<file path="src/rtl/kedrm_pkg.sv">
package kedrm_pkg;

    localparam int KEY_W       = 8;
    localparam int ROT_W       = 2;
    localparam int TICK_W      = 15;
    localparam int COMMIT_W    = 10;
    localparam int DBC_W       = 4;
    localparam int ROW_W       = 4;
    localparam int COL_W       = 6;
    localparam int CFG_IDX_W   = 3;
    localparam int CFG_DATA_W  = 15;

    localparam logic [DBC_W-1:0]    DEBOUNCE_TICKS       = 4'd3;
    localparam logic [COMMIT_W-1:0] COMMIT_TIMEOUT_TICKS = 10'd1000;

    // configuration register indexes
    localparam logic [CFG_IDX_W-1:0] REG_LONG_PRESS = 3'd0;
    localparam logic [CFG_IDX_W-1:0] REG_REPEAT     = 3'd1;
    localparam logic [CFG_IDX_W-1:0] REG_ALPHA      = 3'd2;
    localparam logic [CFG_IDX_W-1:0] REG_STAR       = 3'd3;
    localparam logic [CFG_IDX_W-1:0] REG_ROT_INC    = 3'd4;
    localparam logic [CFG_IDX_W-1:0] REG_ROT_DEC    = 3'd5;

    localparam logic [TICK_W-1:0] LONG_PRESS_RST = 15'd500;
    localparam logic [TICK_W-1:0] REPEAT_RST     = 15'd100;
    localparam logic [KEY_W-1:0]  STAR_RST       = 8'd42;
    localparam logic [KEY_W-1:0]  ROT_INC_RST    = 8'd1;
    localparam logic [KEY_W-1:0]  ROT_DEC_RST    = 8'd2;

    localparam logic [KEY_W-1:0] DIGIT_0 = 8'h30;
    localparam logic [KEY_W-1:0] DIGIT_9 = 8'h39;
    localparam logic [ROW_W-1:0] STAR_ROW = 4'd11;
    localparam logic [COL_W-1:0] COL_UNSTARTED = 6'h3f;

    typedef logic [7:0] tap_line_t [32];

    localparam tap_line_t TAP_R1 = '{0: 8'h30, 1: 8'h20, default: 8'h00};
    localparam tap_line_t TAP_R2 = '{
        0: 8'h31, 1: 8'h2e, 2: 8'h21, 3: 8'h2c, 4: 8'h40, 5: 8'h2d, 6: 8'h3a, 7: 8'h3f,
        8: 8'h28, 9: 8'h29, 10: 8'h7e, 11: 8'h2f, 12: 8'h5b, 13: 8'h5d, 14: 8'h23,
        15: 8'h3c, 16: 8'h3e, 17: 8'h3d, 18: 8'h2a, 19: 8'h2b, 20: 8'h24, 21: 8'h25,
        22: 8'h27, 23: 8'h60, 24: 8'h26, 25: 8'h7c, 26: 8'h5f, 27: 8'h5e, 28: 8'h7b,
        29: 8'h7d, default: 8'h00};
    localparam tap_line_t TAP_R3 = '{
        0: 8'he0, 1: 8'he1, 2: 8'he2, 3: 8'he3, 4: 8'hc0, 5: 8'hc1, 6: 8'hc2, 7: 8'hc3,
        8: 8'h32, 9: 8'h61, 10: 8'h62, 11: 8'h63, 12: 8'h41, 13: 8'h42, 14: 8'h43,
        default: 8'h00};
    localparam tap_line_t TAP_R4 = '{
        0: 8'he4, 1: 8'he5, 2: 8'he6, 3: 8'he7, 4: 8'hc4, 5: 8'hc5, 6: 8'hc6, 7: 8'hc7,
        8: 8'h33, 9: 8'h64, 10: 8'h65, 11: 8'h66, 12: 8'h44, 13: 8'h45, 14: 8'h46,
        default: 8'h00};
    localparam tap_line_t TAP_R5 = '{
        0: 8'he8, 1: 8'he9, 2: 8'hea, 3: 8'heb, 4: 8'hc8, 5: 8'hc9, 6: 8'hca, 7: 8'hcb,
        8: 8'h34, 9: 8'h67, 10: 8'h68, 11: 8'h69, 12: 8'h47, 13: 8'h48, 14: 8'h49,
        default: 8'h00};
    localparam tap_line_t TAP_R6 = '{
        0: 8'hec, 1: 8'hed, 2: 8'hee, 3: 8'hef, 4: 8'hcc, 5: 8'hcd, 6: 8'hce, 7: 8'hcf,
        8: 8'h35, 9: 8'h6a, 10: 8'h6b, 11: 8'h6c, 12: 8'h4a, 13: 8'h4b, 14: 8'h4c,
        default: 8'h00};
    localparam tap_line_t TAP_R7 = '{
        0: 8'hf0, 1: 8'hf1, 2: 8'hf2, 3: 8'hf3, 4: 8'hd0, 5: 8'hd1, 6: 8'hd2, 7: 8'hd3,
        8: 8'h36, 9: 8'h6d, 10: 8'h6e, 11: 8'h6f, 12: 8'h4d, 13: 8'h4e, 14: 8'h4f,
        default: 8'h00};
    localparam tap_line_t TAP_R8 = '{
        0: 8'hf4, 1: 8'hf5, 2: 8'hf6, 3: 8'hf7, 4: 8'hd4, 5: 8'hd5, 6: 8'hd6, 7: 8'hd7,
        8: 8'h37, 9: 8'h70, 10: 8'h71, 11: 8'h72, 12: 8'h73, 13: 8'h50, 14: 8'h51,
        15: 8'h52, 16: 8'h53, default: 8'h00};
    localparam tap_line_t TAP_R9 = '{
        0: 8'hf8, 1: 8'hf9, 2: 8'hfa, 3: 8'hfb, 4: 8'hd8, 5: 8'hd9, 6: 8'hda, 7: 8'hdb,
        8: 8'h38, 9: 8'h74, 10: 8'h75, 11: 8'h76, 12: 8'h54, 13: 8'h55, 14: 8'h56,
        default: 8'h00};
    localparam tap_line_t TAP_R10 = '{
        0: 8'hfc, 1: 8'hfd, 2: 8'hfe, 3: 8'hff, 4: 8'hdc, 5: 8'hdd, 6: 8'hde, 7: 8'hdf,
        8: 8'h39, 9: 8'h77, 10: 8'h78, 11: 8'h79, 12: 8'h7a, 13: 8'h57, 14: 8'h58,
        15: 8'h59, 16: 8'h5a, default: 8'h00};
    localparam tap_line_t TAP_R11 = '{0: 8'h2a, default: 8'h00};

    // row 0 means no row; columns past the row end read 0
    function automatic logic [7:0] char_byte(input logic [ROW_W-1:0] row,
                                             input logic [COL_W-1:0] col);
        logic [7:0] b;
        b = 8'h00;
        if (!col[COL_W-1])
        begin
            case (row)
                4'd1:    b = TAP_R1[col[COL_W-2:0]];
                4'd2:    b = TAP_R2[col[COL_W-2:0]];
                4'd3:    b = TAP_R3[col[COL_W-2:0]];
                4'd4:    b = TAP_R4[col[COL_W-2:0]];
                4'd5:    b = TAP_R5[col[COL_W-2:0]];
                4'd6:    b = TAP_R6[col[COL_W-2:0]];
                4'd7:    b = TAP_R7[col[COL_W-2:0]];
                4'd8:    b = TAP_R8[col[COL_W-2:0]];
                4'd9:    b = TAP_R9[col[COL_W-2:0]];
                4'd10:   b = TAP_R10[col[COL_W-2:0]];
                4'd11:   b = TAP_R11[col[COL_W-2:0]];
                default: b = 8'h00;
            endcase
        end
        return b;
    endfunction

endpackage

</file>
<file path="src/rtl/kedrm_if.sv">
interface kedrm_in_if;
    logic                              valid;
    logic                              ready;
    logic [kedrm_pkg::KEY_W-1:0]        key_code;
    logic signed [kedrm_pkg::ROT_W-1:0] rotary_step;
    logic                              is_nav_key;

    modport source (output valid, key_code, rotary_step, is_nav_key, input ready);
    modport sink (input valid, key_code, rotary_step, is_nav_key, output ready);
endinterface

interface kedrm_out_if;
    logic                       valid;
    logic                       ready;
    logic                       event_valid;
    logic [kedrm_pkg::KEY_W-1:0] out_key;
    logic                       mod_press;
    logic                       mod_down;
    logic                       mod_up;
    logic                       mod_long;
    logic                       mod_preview;

    modport source (output valid, event_valid, out_key, mod_press, mod_down, mod_up,
                    mod_long, mod_preview, input ready);
    modport sink (input valid, event_valid, out_key, mod_press, mod_down, mod_up,
                  mod_long, mod_preview, output ready);
endinterface

</file>
<file path="src/rtl/key_event_debounce_repeat_multitap.sv">
// channel   dir  payload                                          transaction
// in_ch     in   key_code, rotary_step, is_nav_key                 valid & ready
// out_ch    out  event_valid, out_key, mod_press/down/up/long/prev valid & ready
// cfg       in   cfg_index, cfg_data                              cfg_we
//
// One poll tick enters an input register, passes one combinational step and lands
// in the result register: one transaction per cycle while the output is not stalled.
// Reset clears engine state and valid flags and loads the register defaults.
// A stalled output holds its result; an empty input register still takes one more tick.
module key_event_debounce_repeat_multitap
#(
    parameter logic [kedrm_pkg::DBC_W-1:0]    DEBOUNCE_TICKS =
        kedrm_pkg::DEBOUNCE_TICKS,
    parameter logic [kedrm_pkg::COMMIT_W-1:0] COMMIT_TIMEOUT_TICKS =
        kedrm_pkg::COMMIT_TIMEOUT_TICKS
)
(
    input  logic                                clk,
    input  logic                                rst_n,
    kedrm_in_if.sink                            in_ch,
    kedrm_out_if.source                         out_ch,
    input  logic                                cfg_we,
    input  logic [kedrm_pkg::CFG_IDX_W-1:0]     cfg_index,
    input  logic [kedrm_pkg::CFG_DATA_W-1:0]    cfg_data
);

    localparam logic [2:0] ST_IDLE     = 3'd0;
    localparam logic [2:0] ST_DEBOUNCE = 3'd1;
    localparam logic [2:0] ST_PRESS    = 3'd2;
    localparam logic [2:0] ST_WAITLONG = 3'd3;
    localparam logic [2:0] ST_REPEAT   = 3'd4;
    localparam logic [2:0] ST_WAITREL  = 3'd5;

    typedef struct packed {
        logic                         ev;
        logic [kedrm_pkg::KEY_W-1:0]  key;
        logic                         press;
        logic                         down;
        logic                         up;
        logic                         lng;
        logic                         preview;
    } result_t;

    // configuration
    logic [kedrm_pkg::TICK_W-1:0] long_press_reg;
    logic [kedrm_pkg::TICK_W-1:0] repeat_reg;
    logic                         alpha_reg;
    logic [kedrm_pkg::KEY_W-1:0]  star_reg;
    logic [kedrm_pkg::KEY_W-1:0]  rot_inc_reg;
    logic [kedrm_pkg::KEY_W-1:0]  rot_dec_reg;

    // input stage
    logic                              in_valid_reg;
    logic [kedrm_pkg::KEY_W-1:0]        key_reg;
    logic signed [kedrm_pkg::ROT_W-1:0] rot_reg;
    logic                              nav_reg;

    // engine state
    logic [2:0]                     state_reg, state_next;
    logic [kedrm_pkg::DBC_W-1:0]    dbc_count_reg, dbc_count_next;
    logic [kedrm_pkg::KEY_W-1:0]    dbc_key_reg, dbc_key_next;
    logic [kedrm_pkg::KEY_W-1:0]    held_key_reg, held_key_next;
    logic [kedrm_pkg::TICK_W-1:0]   hold_timer_reg, hold_timer_next;
    logic [kedrm_pkg::COMMIT_W-1:0] commit_timer_reg, commit_timer_next;
    logic [kedrm_pkg::ROW_W-1:0]    tap_row_reg, tap_row_next;
    logic [kedrm_pkg::COL_W-1:0]    tap_col_reg, tap_col_next;

    // result stage
    logic    out_valid_reg;
    result_t res_reg, res_next;

    logic res_free;
    logic advance;

    logic [kedrm_pkg::TICK_W-1:0]   hold_dec;
    logic [kedrm_pkg::COMMIT_W-1:0] commit_dec;
    logic [kedrm_pkg::ROW_W-1:0]    nrow;
    logic [kedrm_pkg::COL_W-1:0]    col_inc;
    logic [7:0]                     b_cur;
    logic [7:0]                     b_inc;
    logic [7:0]                     b_row0;
    logic [7:0]                     b_first;
    logic [kedrm_pkg::KEY_W-1:0]    digit_off;

    assign res_free    = !out_valid_reg || out_ch.ready;
    assign advance     = in_valid_reg && res_free;
    assign in_ch.ready = !in_valid_reg || res_free;

    assign out_ch.valid       = out_valid_reg;
    assign out_ch.event_valid = res_reg.ev;
    assign out_ch.out_key     = res_reg.key;
    assign out_ch.mod_press   = res_reg.press;
    assign out_ch.mod_down    = res_reg.down;
    assign out_ch.mod_up      = res_reg.up;
    assign out_ch.mod_long    = res_reg.lng;
    assign out_ch.mod_preview = res_reg.preview;

    assign hold_dec   = (hold_timer_reg != '0) ? hold_timer_reg - 1'b1 : hold_timer_reg;
    assign commit_dec = (commit_timer_reg != '0) ? commit_timer_reg - 1'b1 : commit_timer_reg;

    assign digit_off = key_reg - kedrm_pkg::DIGIT_0;
    always_comb
    begin
        if (key_reg >= kedrm_pkg::DIGIT_0 && key_reg <= kedrm_pkg::DIGIT_9)
        begin
            nrow = digit_off[kedrm_pkg::ROW_W-1:0] + 1'b1;
        end
        else if (key_reg == star_reg)
        begin
            nrow = kedrm_pkg::STAR_ROW;
        end
        else
        begin
            nrow = '0;
        end
    end

    assign col_inc = tap_col_reg + 1'b1;
    assign b_cur   = kedrm_pkg::char_byte(tap_row_reg, tap_col_reg);
    assign b_inc   = kedrm_pkg::char_byte(tap_row_reg, col_inc);
    assign b_row0  = kedrm_pkg::char_byte(tap_row_reg, '0);
    assign b_first = kedrm_pkg::char_byte(nrow, '0);

    always_comb
    begin
        state_next        = state_reg;
        dbc_count_next    = dbc_count_reg;
        dbc_key_next      = dbc_key_reg;
        held_key_next     = held_key_reg;
        hold_timer_next   = hold_dec;
        commit_timer_next = commit_dec;
        tap_row_next      = tap_row_reg;
        tap_col_next      = tap_col_reg;
        res_next          = '0;

        if (rot_reg != '0)
        begin
            res_next.ev    = 1'b1;
            res_next.key   = (rot_reg == 2'sd1) ? rot_inc_reg : rot_dec_reg;
            res_next.press = 1'b1;
            res_next.up    = 1'b1;
        end
        else
        begin
            case (state_reg)
                ST_IDLE:
                begin
                    if (key_reg != '0)
                    begin
                        state_next     = ST_DEBOUNCE;
                        dbc_count_next = '0;
                        dbc_key_next   = key_reg;
                        held_key_next  = '0;
                    end
                    if (commit_dec == '0 && tap_row_reg != '0)
                    begin
                        res_next.ev    = 1'b1;
                        res_next.key   = b_cur;
                        res_next.press = 1'b1;
                        tap_row_next   = '0;
                    end
                end
                ST_DEBOUNCE:
                begin
                    if (dbc_count_reg >= DEBOUNCE_TICKS)
                    begin
                        if (dbc_key_reg == key_reg)
                        begin
                            held_key_next = key_reg;
                            state_next    = ST_PRESS;
                        end
                        else
                        begin
                            state_next = ST_WAITREL;
                        end
                    end
                    else
                    begin
                        dbc_count_next = dbc_count_reg + 1'b1;
                    end
                end
                ST_PRESS:
                begin
                    res_next.ev       = 1'b1;
                    res_next.key      = key_reg;
                    res_next.press    = 1'b1;
                    res_next.down     = 1'b1;
                    hold_timer_next   = long_press_reg;
                    commit_timer_next = COMMIT_TIMEOUT_TICKS;
                    state_next        = ST_WAITLONG;
                    if (alpha_reg)
                    begin
                        if (tap_row_reg == '0)
                        begin
                            if (nrow != '0)
                            begin
                                // first tap of a row: preview column 0
                                tap_row_next     = nrow;
                                tap_col_next     = '0;
                                res_next         = '0;
                                res_next.ev      = 1'b1;
                                res_next.key     = b_first;
                                res_next.preview = 1'b1;
                            end
                        end
                        else if (nrow == tap_row_reg)
                        begin
                            // same key again: next column, wrap at row end
                            tap_col_next     = (b_inc == '0) ? '0 : col_inc;
                            res_next         = '0;
                            res_next.ev      = 1'b1;
                            res_next.key     = (b_inc == '0) ? b_row0 : b_inc;
                            res_next.preview = 1'b1;
                        end
                        else
                        begin
                            // other key: commit pending char, redo this press
                            res_next       = '0;
                            res_next.ev    = 1'b1;
                            res_next.key   = b_cur;
                            res_next.press = 1'b1;
                            tap_row_next   = nrow;
                            tap_col_next   = kedrm_pkg::COL_UNSTARTED;
                            state_next     = ST_PRESS;
                        end
                    end
                end
                ST_WAITLONG:
                begin
                    if (key_reg == '0)
                    begin
                        res_next.ev  = 1'b1;
                        res_next.key = held_key_reg;
                        res_next.up  = 1'b1;
                        state_next   = ST_IDLE;
                    end
                    else if (hold_dec == '0)
                    begin
                        hold_timer_next = repeat_reg;
                        res_next.ev     = 1'b1;
                        res_next.key    = key_reg;
                        res_next.down   = 1'b1;
                        res_next.lng    = 1'b1;
                        state_next      = ST_REPEAT;
                    end
                end
                ST_REPEAT:
                begin
                    if (key_reg == '0)
                    begin
                        res_next.ev  = 1'b1;
                        res_next.key = held_key_reg;
                        res_next.up  = 1'b1;
                        res_next.lng = 1'b1;
                        state_next   = ST_IDLE;
                    end
                    else
                    begin
                        res_next.ev  = 1'b1;
                        res_next.key = key_reg;
                        res_next.lng = 1'b1;
                        if (hold_dec == '0)
                        begin
                            hold_timer_next = repeat_reg;
                            res_next.press  = nav_reg;
                        end
                    end
                end
                default:
                begin
                    // wait for release
                    if (key_reg == '0)
                    begin
                        state_next = ST_IDLE;
                    end
                end
            endcase
        end
    end

    always_ff @(posedge clk or negedge rst_n)
    begin
        if (!rst_n)
        begin
            long_press_reg <= kedrm_pkg::LONG_PRESS_RST;
            repeat_reg     <= kedrm_pkg::REPEAT_RST;
            alpha_reg      <= 1'b0;
            star_reg       <= kedrm_pkg::STAR_RST;
            rot_inc_reg    <= kedrm_pkg::ROT_INC_RST;
            rot_dec_reg    <= kedrm_pkg::ROT_DEC_RST;
        end
        else if (cfg_we)
        begin
            case (cfg_index)
                kedrm_pkg::REG_LONG_PRESS: long_press_reg <= cfg_data;
                kedrm_pkg::REG_REPEAT:     repeat_reg     <= cfg_data;
                kedrm_pkg::REG_ALPHA:      alpha_reg      <= cfg_data[0];
                kedrm_pkg::REG_STAR:       star_reg       <= cfg_data[kedrm_pkg::KEY_W-1:0];
                kedrm_pkg::REG_ROT_INC:    rot_inc_reg    <= cfg_data[kedrm_pkg::KEY_W-1:0];
                kedrm_pkg::REG_ROT_DEC:    rot_dec_reg    <= cfg_data[kedrm_pkg::KEY_W-1:0];
                default:
                begin
                end
            endcase
        end
    end

    always_ff @(posedge clk or negedge rst_n)
    begin
        if (!rst_n)
        begin
            in_valid_reg <= 1'b0;
        end
        else if (in_ch.ready)
        begin
            in_valid_reg <= in_ch.valid;
        end
    end

    always_ff @(posedge clk)
    begin
        if (in_ch.valid && in_ch.ready)
        begin
            key_reg <= in_ch.key_code;
            rot_reg <= in_ch.rotary_step;
            nav_reg <= in_ch.is_nav_key;
        end
    end

    always_ff @(posedge clk or negedge rst_n)
    begin
        if (!rst_n)
        begin
            state_reg        <= ST_IDLE;
            dbc_count_reg    <= '0;
            dbc_key_reg      <= '0;
            held_key_reg     <= '0;
            hold_timer_reg   <= '0;
            commit_timer_reg <= '0;
            tap_row_reg      <= '0;
            tap_col_reg      <= '0;
            out_valid_reg    <= 1'b0;
        end
        else
        begin
            if (advance)
            begin
                state_reg        <= state_next;
                dbc_count_reg    <= dbc_count_next;
                dbc_key_reg      <= dbc_key_next;
                held_key_reg     <= held_key_next;
                hold_timer_reg   <= hold_timer_next;
                commit_timer_reg <= commit_timer_next;
                tap_row_reg      <= tap_row_next;
                tap_col_reg      <= tap_col_next;
                out_valid_reg    <= 1'b1;
            end
            else if (out_ch.ready)
            begin
                out_valid_reg <= 1'b0;
            end
        end
    end

    always_ff @(posedge clk)
    begin
        if (advance)
        begin
            res_reg <= res_next;
        end
    end

endmodule
</file>
<file path="src/flat_wrapper.sv">
// flat-port wrapper written by rule: the top's interface ports become plain ports
module key_event_debounce_repeat_multitap_flat 
#(
    parameter logic [kedrm_pkg::DBC_W-1:0]    DEBOUNCE_TICKS =
        kedrm_pkg::DEBOUNCE_TICKS,
    parameter logic [kedrm_pkg::COMMIT_W-1:0] COMMIT_TIMEOUT_TICKS =
        kedrm_pkg::COMMIT_TIMEOUT_TICKS
)
  (clk, rst_n, cfg_we, cfg_index, cfg_data, in_ch_valid, in_ch_key_code, in_ch_rotary_step, in_ch_is_nav_key, in_ch_ready, out_ch_valid, out_ch_event_valid, out_ch_out_key, out_ch_mod_press, out_ch_mod_down, out_ch_mod_up, out_ch_mod_long, out_ch_mod_preview, out_ch_ready);
  kedrm_in_if in_ch_i ();
  kedrm_out_if out_ch_i ();
  input  logic clk;
  input  logic rst_n;
  input  logic cfg_we;
  input  logic [kedrm_pkg::CFG_IDX_W-1:0] cfg_index;
  input  logic [kedrm_pkg::CFG_DATA_W-1:0] cfg_data;
  input wire logic [$bits(in_ch_i.valid)-1:0] in_ch_valid;
  input wire logic [$bits(in_ch_i.key_code)-1:0] in_ch_key_code;
  input wire logic [$bits(in_ch_i.rotary_step)-1:0] in_ch_rotary_step;
  input wire logic [$bits(in_ch_i.is_nav_key)-1:0] in_ch_is_nav_key;
  output wire logic [$bits(in_ch_i.ready)-1:0] in_ch_ready;
  output wire logic [$bits(out_ch_i.valid)-1:0] out_ch_valid;
  output wire logic [$bits(out_ch_i.event_valid)-1:0] out_ch_event_valid;
  output wire logic [$bits(out_ch_i.out_key)-1:0] out_ch_out_key;
  output wire logic [$bits(out_ch_i.mod_press)-1:0] out_ch_mod_press;
  output wire logic [$bits(out_ch_i.mod_down)-1:0] out_ch_mod_down;
  output wire logic [$bits(out_ch_i.mod_up)-1:0] out_ch_mod_up;
  output wire logic [$bits(out_ch_i.mod_long)-1:0] out_ch_mod_long;
  output wire logic [$bits(out_ch_i.mod_preview)-1:0] out_ch_mod_preview;
  input wire logic [$bits(out_ch_i.ready)-1:0] out_ch_ready;
  assign in_ch_i.valid = in_ch_valid;
  assign in_ch_i.key_code = in_ch_key_code;
  assign in_ch_i.rotary_step = in_ch_rotary_step;
  assign in_ch_i.is_nav_key = in_ch_is_nav_key;
  assign in_ch_ready = in_ch_i.ready;
  assign out_ch_valid = out_ch_i.valid;
  assign out_ch_event_valid = out_ch_i.event_valid;
  assign out_ch_out_key = out_ch_i.out_key;
  assign out_ch_mod_press = out_ch_i.mod_press;
  assign out_ch_mod_down = out_ch_i.mod_down;
  assign out_ch_mod_up = out_ch_i.mod_up;
  assign out_ch_mod_long = out_ch_i.mod_long;
  assign out_ch_mod_preview = out_ch_i.mod_preview;
  assign out_ch_i.ready = out_ch_ready;
  key_event_debounce_repeat_multitap #(.DEBOUNCE_TICKS(DEBOUNCE_TICKS), .COMMIT_TIMEOUT_TICKS(COMMIT_TIMEOUT_TICKS)) u_core (.clk(clk), .rst_n(rst_n), .in_ch(in_ch_i), .out_ch(out_ch_i), .cfg_we(cfg_we), .cfg_index(cfg_index), .cfg_data(cfg_data));
endmodule
</file>
<file path="config.mk">
export PLATFORM = sky130hd
export DESIGN_NAME = key_event_debounce_repeat_multitap_flat
export DESIGN_NICKNAME = d
export VERILOG_FILES = /design/src/rtl/kedrm_pkg.sv /design/src/rtl/kedrm_if.sv /design/src/rtl/key_event_debounce_repeat_multitap.sv /design/src/flat_wrapper.sv
export SDC_FILE = /design/constraint.sdc
export NUM_CORES = 1
export LEC_CHECK = 0
export BUFFER_PORTS_ARGS = -buffer_cell sky130_fd_sc_hd__clkbuf_2
export CORE_MARGIN = 4
export CORE_UTILIZATION = 57
export CTS_CLUSTER_SIZE = 8
export DETAILED_ROUTE_END_ITERATION = 10
export PLACE_DENSITY = 0.75
export SLEW_MARGIN = 0
export SYNTH_ARGS = -nofsm -noshare
export SYNTH_HDL_FRONTEND = slang
export SYNTH_SLANG_ARGS = --single-unit
</file>
<file path="constraint.sdc">
create_clock -name clk -period 5.1 [get_ports clk]
set_input_delay 0 -clock clk [delete_from_list [all_inputs] [get_ports clk]]
set_output_delay 0 -clock clk [all_outputs]
set_load 0.02 [all_outputs]
</file>
Yosys cells after proc, flatten, opt, wreduce, memory -nomap -nowiden
Memories as Yosys holds them, arrays and structs flattened.
Index checks and enable logic that the tools add are counted.
{"block": "classes", "order_cmp": 5, "reduce_logical": 39, "eq_ne": 34, "mux": 107, "add_sub_neg": 6, "bitwise_logic": 5}
{"cell": "$mux 8", "count": 52}
{"cell": "$pmux 8 s11", "count": 2}
{"cell": "$mux 15", "count": 4}
{"cell": "$mux 13", "count": 4}
{"cell": "$mux 10", "count": 4}
{"cell": "$mux 4", "count": 9}
{"cell": "$pmux 9 s4", "count": 1}
{"cell": "$pmux 15 s2", "count": 1}
{"cell": "$mux 9", "count": 3}
{"cell": "$mux 3", "count": 8}
{"cell": "$mux 6", "count": 4}
{"cell": "$eq 4x3->1 const B", "count": 4}
{"cell": "$eq 4x4->1 const B", "count": 4}
{"cell": "$eq 8x8->1", "count": 2}
{"cell": "$logic_not 8->1", "count": 2}
{"cell": "$pmux 4 s2", "count": 2}
{"cell": "$pmux 8 s2", "count": 1}
{"cell": "$logic_not 15->1", "count": 1}
{"cell": "$reduce_bool 15->1", "count": 1}
{"cell": "$sub 15x1->15 const B", "count": 1}
{"cell": "$eq 3x2->1 const B", "count": 4}
{"cell": "$ge 6x6->1 const B", "count": 2}
{"cell": "$not 5->6", "count": 2}
{"cell": "$pmux 3 s4", "count": 1}
{"cell": "41 further kinds", "count": 77}
{"block": "word_totals", "wordCells": 246, "in_bits": 34, "ff_bits": 140, "rom_bits": 5888, "mem_count": 24}
{"name": "(name not given)", "words": 32, "width": 8, "rd": 1, "rd_clocked_by_memory_dff": 0, "wr": 0, "line": "kedrm_pkg.sv:91", "rtl": "4'd6: b = TAP_R6[col[COL_W-2:0]];"}
{"name": "(name not given)", "words": 32, "width": 8, "rd": 1, "rd_clocked_by_memory_dff": 0, "wr": 0, "line": "kedrm_pkg.sv:94", "rtl": "4'd9: b = TAP_R9[col[COL_W-2:0]];"}
{"name": "(name not given)", "words": 32, "width": 8, "rd": 1, "rd_clocked_by_memory_dff": 0, "wr": 0, "line": "kedrm_pkg.sv:92", "rtl": "4'd7: b = TAP_R7[col[COL_W-2:0]];"}
{"name": "(name not given)", "words": 32, "width": 8, "rd": 1, "rd_clocked_by_memory_dff": 0, "wr": 0, "line": "kedrm_pkg.sv:93", "rtl": "4'd8: b = TAP_R8[col[COL_W-2:0]];"}
{"name": "(name not given)", "words": 32, "width": 8, "rd": 1, "rd_clocked_by_memory_dff": 0, "wr": 0, "line": "kedrm_pkg.sv:93"}
{"name": "(name not given)", "words": 32, "width": 8, "rd": 1, "rd_clocked_by_memory_dff": 0, "wr": 0, "line": "kedrm_pkg.sv:94"}
{"name": "+18 memories"}

Depth between registers and ports, before layout
Gate-level depths: netlist of run 1.
{"block": "logic_depth", "depth_word": 14, "ltp_mapped": 16}

Worst setup path after synthesis of run 1
Ideal clock, no wire load.
{"block": "synth_timing", "path_type": "reg-to-reg", "startpoint": "register u_core.tap_col_reg[2] (netlist name)", "endpoint": "register u_core.res_reg (netlist bit u_core.out_ch.out_key[1]) (data pin)", "n_path_buf": 4, "path_slack_ns": 1.554, "path_stages_with_launch": 15, "required_ns": 4.809, "arrival_ns": 3.255, "cell_sequence": "dfrtp_1 > buf_2 > inv_1 > clkbuf_1 > ha_1 > buf_2 > clkbuf_1 > mux2_2 > a21oi_1 > nor3_1 > a21o_1 > a31oi_1 > and4bb_1 > a2111oi_0 > a211oi_1"}
{"element": "start: declaration", "line": "key_event_debounce_repeat_multitap.sv:66", "rtl": "logic [kedrm_pkg::COL_W-1:0] tap_col_reg, tap_col_next;"}
{"element": "start signal: assignment", "line": "key_event_debounce_repeat_multitap.sv:355", "rtl": "tap_col_reg <= tap_col_next;"}
{"element": "end signal: assignment", "line": "key_event_debounce_repeat_multitap.sv:369", "rtl": "res_reg <= res_next;"}
{"element": "end: declaration", "line": "key_event_debounce_repeat_multitap.sv:70", "rtl": "result_t res_reg, res_next;"}

==> run_results.csv, run 1 <==
group,metric,value,unit
synth,synth_edf_count,25,
synth,yosysWarnings,0,
place,hpwl,24500,um
cells_and_area,syn_to_final_growth,11.6,%
synth,synth_xor_area_share,3.00,%
grt,grt_first_pass_wirelength,55600,um
cts,clk_latency,430,ps
die,io_pins,50,
cts,post_cts.repair.setup_buffers,0,
grt,grt_pass1_vias,9979,
pwr,power.density,325,mW/mm^2
synth,synth_top_area_share,23.4,%
critical_path,cp_max_fo,24,
synth,synth_fa_ha_area_share,2.90,%
synth,netlist_area,0.0108,mm^2
synth,synth_common_cells,"o21ai_0 (105), dfrtp_1 (101), nand2_1 (96)",
synth,syn_inst,1260,
pwr,peakVddDrop,0.279,mV
job,maxCapViolCount,0,
cts,cts_tree,"yes",
drt,wirelength,35200,um
grt,antenna_found_initial,0,
place,gp_congestion,1.03,
pwr,leakagePower,4.74,nW
cts,clockRootBuffer,"clkbuf_16",
die,die_w,146,um
cells_and_area,stdcell_count,1533,
drt,dr.pass1.iters,6,
cts,cts_sinks,140,
synth,synthArstFlopShare,82.1,%
synth,synth_top_flop_cell,"dfrtp_1",
cts,clk_pin_slew_worst_paths,70,ps
critical_path,crit_required,5350,ps
grt,grt.overflow.total,0,
synth,synth_compound_area_share,25.2,%
die,rows,50,
min_path,hold_path_class,"in2reg",
cts,cts_buffer_depth,2,
synth,synth_area_leader_cell,"dfrtp_1",
cts,cts_max_level,4,
place,place_worst_setup_slack,948,ps
synth,synth_top_family_by_area,"compound AO/OA/AOI/OAI gates",
sta,fmax,233,MHz
die,core,0.0186,mm^2
min_path,hold_end,"u_core.alpha_reg",
cells_and_area,insertedDiodeCount,0,
critical_path,worstPathArrival,4540,ps
drt,vias,10729,
synth,synthMuxAreaShare,8.92,%
grt,gr-usage-all-layers,32.4,%
drt,viasPerCell,7.00,
critical_path,r2r_start,"u_core.tap_col_reg[0]",
place,place_inst,1470,
drt,antenna_left,0,
critical_path,regToRegSetupSlack,810,ps
sta,hold_viol,0,
synth,synth_area_per_cell,8.56,um^2
synth,synth-simple-area-share,21.0,%
critical_path,worst_r2r_path_depth,11,
drt,drc_errors,0,
sta,worst_slack,815,ps
critical_path,criticalPathCategory,"reg2reg",
place,io_buffers,49,
sta,setup_viol,0,
synth,synth_most_common_cell,"o21ai_0",
synth,synth_area_leaders,"dfrtp_1 (23%), mux2_2 (7.4%), edfxtp_1 (7.0%)",
sta,tns,0,ps
cells_and_area,nets,1345,
critical_path,end_kind,"flip-flop",
min_path,hold_start,"cfg_index[2]",
critical_path,start_kind,"flip-flop",
sta,post-route-period-util,84.0,%
die,dieArea,0.0212,mm^2
sta,worstMarginPinSlew,1170,ps
grt,grt_max_degree,74,
synth,yosysSeqAreaShare,33.8,%
drt,wl_per_cell,23.0,um
die,start_util,57.9,%
min_path,hold_depth,4,
sta,slew_violations,0,
drt,drt_iter0_markers,1614,
sta,rsz0062_at_grt,"no",
synth,ys_ff_latch,140,
status,status,"completed",
sta,skew,11.2,ps
cts,cts_buffers,17,
sta,slew_headroom,21.4,%
critical_path,r2r-end,"u_core.out_ch.out_key[0]",
synth,syn-num-nets,1319,
die,die_y,146,um
synth,synthDistinctLibCells,90,
cells_and_area,drive_gt1_share,17.2,%
sta,period_needed,4290,ps
==> layout make-up <==
type	instances	area, um^2
fillers	1532	6600
multi-input cells	985	6590
flip-flops and latches	140	3650
repair buffers	108	781
clock buffers	20	457
well taps	234	293
clock inverters	12	149
inverters	34	128
==> kinds of logic (layout without fill, tap and decap cells) <==
kind of cell    Yosys count  after routing
compound gates          409            409
xor+xnor                 34             34
fa+ha+maj                25             25
buf+inv                 135            174
flops                   140            140
mux                      86             86
simple gates            431            431
==> layout by cell type, fill, tap and decap left out, types with 15 or more instances in the layout <==
cell type      instances
clkbuf_2              48
xor2_1                19
a31oi_1               23
dfrtp_1              100
dlygate4sd3_1         31
o22ai_1               23
nand2_1               96
ha_1                  25
a211oi_1              15
clkbuf_16             17
mux2_2                71
nor2_1                93
nand4_1               21
nor3_1                36
inv_1                 33
a21oi_1               84
o21ai_0              105
nor2b_1               23
edfxtp_1              25
buf_4                 28
nand3_1               38
nand2b_1              23
==> through the flow <==
step                      power, mW  utilization (%)  area [um^2]  hold slack, ps
after floorplan                2.32                -        10800            -296
after global routing           4.13             64.6        12000            47.3
after CTS                      3.90             64.5        12000            2.02
final                          3.91             64.6        12000            53.0
after detailed placement       2.60             59.7        11100            23.9
after global placement         2.56             59.7        11100            21.0
==> report_power, final <==
part | internal, mW | total, mW | switching (mW)
clock | 0.763 | 1.29 | 0.525
combinational | 0.423 | 0.963 | 0.540
sequential | 1.39 | 1.66 | 0.272
total | 2.58 | 3.91 | 1.34
==> worst max-delay path by stage <==
stage | from | end | slack (ps) | cells past startpoint
2_1_floorplan | u_core.tap_col_reg[2] | u_core.out_ch.out_key[1] | 1550 | 14
3_3_place_gp | u_core.tap_col_reg[0] | u_core.tap_col_reg[2] | 1020 | 11
3_5_place_dp | u_core.tap_col_reg[0] | u_core.out_ch.out_key[0] | 950 | 11
4_1_cts | u_core.tap_col_reg[0] | u_core.out_ch.out_key[0] | 920 | 11
5_1_grt | u_core.tap_col_reg[1] | u_core.out_ch.out_key[1] | 620 | 12
6_report | u_core.tap_col_reg[0] | u_core.out_ch.out_key[0] | 810 | 11
==> layer usage <==
layer  part of all wire (%)  GRT usage [%]  up-vias
li1                       -              -     4793
met5                      0              0        -
met3                     10           6.20      108
met4                    4.0           14.2        0
met1                     41           46.8     5134
met2                     45           47.6      694
==> worst max-delay path, cell delays in order (launching register included) <==
cell	delay [ps]
dfrtp_1	380
ha_1	410
ha_1	950
mux2i_1	320
a21oi_1	60
o311ai_0	380
a21oi_1	120
a211o_1	360
or3_1	380
and4bb_1	350
and4_1	210
a2bb2oi_1	190
==> repair_timing <==
action / 4_1_cts / 5_1_grt
gates resized for setup: 0 / 0
endpoints found under the setup margin: 0 / 0
hold buffers: 30 / 1
hold endpoints to repair: 110 / 1
Power figures use the tool's default switching activity.
==> run 2, diff against run 1 <==
- clock period: 5.1 -> 4.1 ns (I/O delays scaled with it)
==> run_results.csv, run 2 (synthesis gave the netlist of run 1 again) <==
group,metric,value,unit
status,status,"completed",
critical_path,criticalPathCategory,"reg2reg",
sta,worstMarginPinSlew,1200,ps
sta,hold_viol,0,
drt,drt_iter0_markers,1612,
drt,dr.pass1.iters,6,
die,die_w,146,um
critical_path,path_cells,"buf_4 > inv_1 > ha_1 > inv_1 > o21ai_0 > nand2_1 > a221oi_1 > a31oi_1 > a31oi_1 > and4bb_1 > a2111oi_0 > a211oi_1",
drt,vias,10977,
min_path,hold_path_class,"in2reg",
die,die_y,146,um
place,hpwl,25700,um
cells_and_area,seq_area,0.00365,mm^2
sta,fmax,261,MHz
cells_and_area,fillers,1553,
critical_path,cp_max_fo,28,
cts,clockRootBuffer,"clkbuf_16",
cells_and_area,post-route-util,65.8,%
pwr,peakVddDrop,0.376,mV
sta,rsz0062_at_grt,"no",
grt,grt_max_degree,62,
cells_and_area,syn_to_final_growth,13.7,%
cts,post_cts.repair.setup_buffers,0,
cells_and_area,mostFrequentLayoutCells,"o21ai_0 (105), dfrtp_1 (100), nand2_1 (96)",
sta,skew,9.84,ps
critical_path,end_kind,"flip-flop",
critical_path,crit_slowest_cell,"ha_1",
sta,post-route-period-util,93.5,%
critical_path,max_stage_delay,560,ps
grt,grt_pass1_vias,10185,
sta,whs,34.8,ps
cts,cts_max_level,4,
drt,drc_errors,0,
sta,setup_viol,0,
die,dieArea,0.0212,mm^2
cells_and_area,nets,1379,
drt,wirelength,36400,um
sta,period_needed,3830,ps
sta,slew_headroom,19.7,%
pwr,leakagePower,4.88,nW
grt,gr-usage-all-layers,33.5,%
sta,tns,0,ps
grt,grt_first_pass_wirelength,57300,um
cts,clk_latency,430,ps
die,start_util,57.9,%
place,gp_congestion,1.01,
drt,wl_per_cell,23.2,um
drt,viasPerCell,7.00,
cts,clk_pin_slew_worst_paths,70,ps
critical_path,worstPathArrival,3980,ps
pwr,power.density,391,mW/mm^2
critical_path,crit_required,4250,ps
critical_path,start_kind,"flip-flop",
drt,antenna_left,0,
die,rows,50,
place,io_buffers,49,
cells_and_area,layout_commonest_cell,"o21ai_0",
grt,grt.overflow.total,0,
grt,antenna_found_initial,0,
cts,cts_tree,"yes",
die,core,0.0186,mm^2
sta,slew_violations,0,
cells_and_area,drive_gt1_share,19.4,%
cts,cts_buffers,17,
cells_and_area,multi_input_area,0.00659,mm^2
die,io_pins,50,
cts,cts_sinks,140,
cts,cts_buffer_depth,2,
job,maxCapViolCount,0,
[run 2: repair_timing]
item / in CTS / in global routing
hold buffers: 31 / 0
resized for setup: 0 / 2
hold endpoints to repair: 117 / 0
setup endpoints to repair: 0 / 2
[run 2: path summary, 6_finish.rpt]
path | end | slack [ps] | startpoint | cells past startpoint
setup / recovery | u_core.out_ch.out_key[1] | 270 | u_core.tap_col_reg[1] | 12
hold / removal | u_core.alpha_reg | 30 | cfg_index[0] | 3
setup reg to reg | u_core.out_ch.out_key[1] | 270 | u_core.tap_col_reg[1] | 12
hold reg to reg | u_core.dbc_count_reg[3] | 510 | u_core.dbc_count_reg[3] | 2
max in group asynchronous | u_core.held_key_reg[2] | 2980 | rst_n | 3
min in group asynchronous | u_core.tap_col_reg[0] | 200 | rst_n | 2
[run 2: area by class of cell]
| type | count | area share, % |
|---|---|---|
| Multi-Input combinational cell | 985 | 53.7 |
| Tap cell | 234 | 2.39 |
| Clock buffer | 21 | 3.75 |
| Antenna cell | 1 | 0.0204 |
| Timing Repair Buffer | 142 | 8.54 |
| Inverter | 34 | 1.04 |
| Sequential cell | 140 | 29.7 |
| Clock inverter | 11 | 0.826 |
[run 2: report_power, final]
part | switching [mW] | internal (mW)
sequential | 0.342 | 1.73
combinational | 0.686 | 0.545
clock | 0.662 | 0.828
[run 2: critical path, delay by kind of cell (launching register included)]
kind,cells,cell delay (ps)
flip-flops,1,360
AO/OA/AOI/OAI,6,1550
buffers and inverters,3,700
AND/OR/NAND/NOR,2,370
adder cells (fa/ha/maj),1,560
[run 2: metrics by stage]
step           worst slack [ps]  cells  power (mW)  cell area [um^2]
4_1_cts                     184   1567        4.77             12300
3_5_place_dp                194   1504        3.26             11400
6_report                    266   1568        4.79             12300
2_1_floorplan               554   1260        2.88             10800
5_1_grt                    19.3   1567        5.05             12300
3_3_place_gp                426   1504        3.21             11400
[run 2: layer usage]
| layer | track usage, % | wire length [um] | vias to the layer above | share of wire (%) |
|---|---|---|---|---|
| li1 | - | - | 4881 | - |
| met1 | 46.1 | 14500 | 5274 | 40 |
| met2 | 52.1 | 16500 | 701 | 45 |
| met3 | 7.32 | 3830 | 121 | 11 |
| met4 | 12.7 | 1490 | 0 | 4.1 |
| met5 | 0 | 0 | - | 0 |
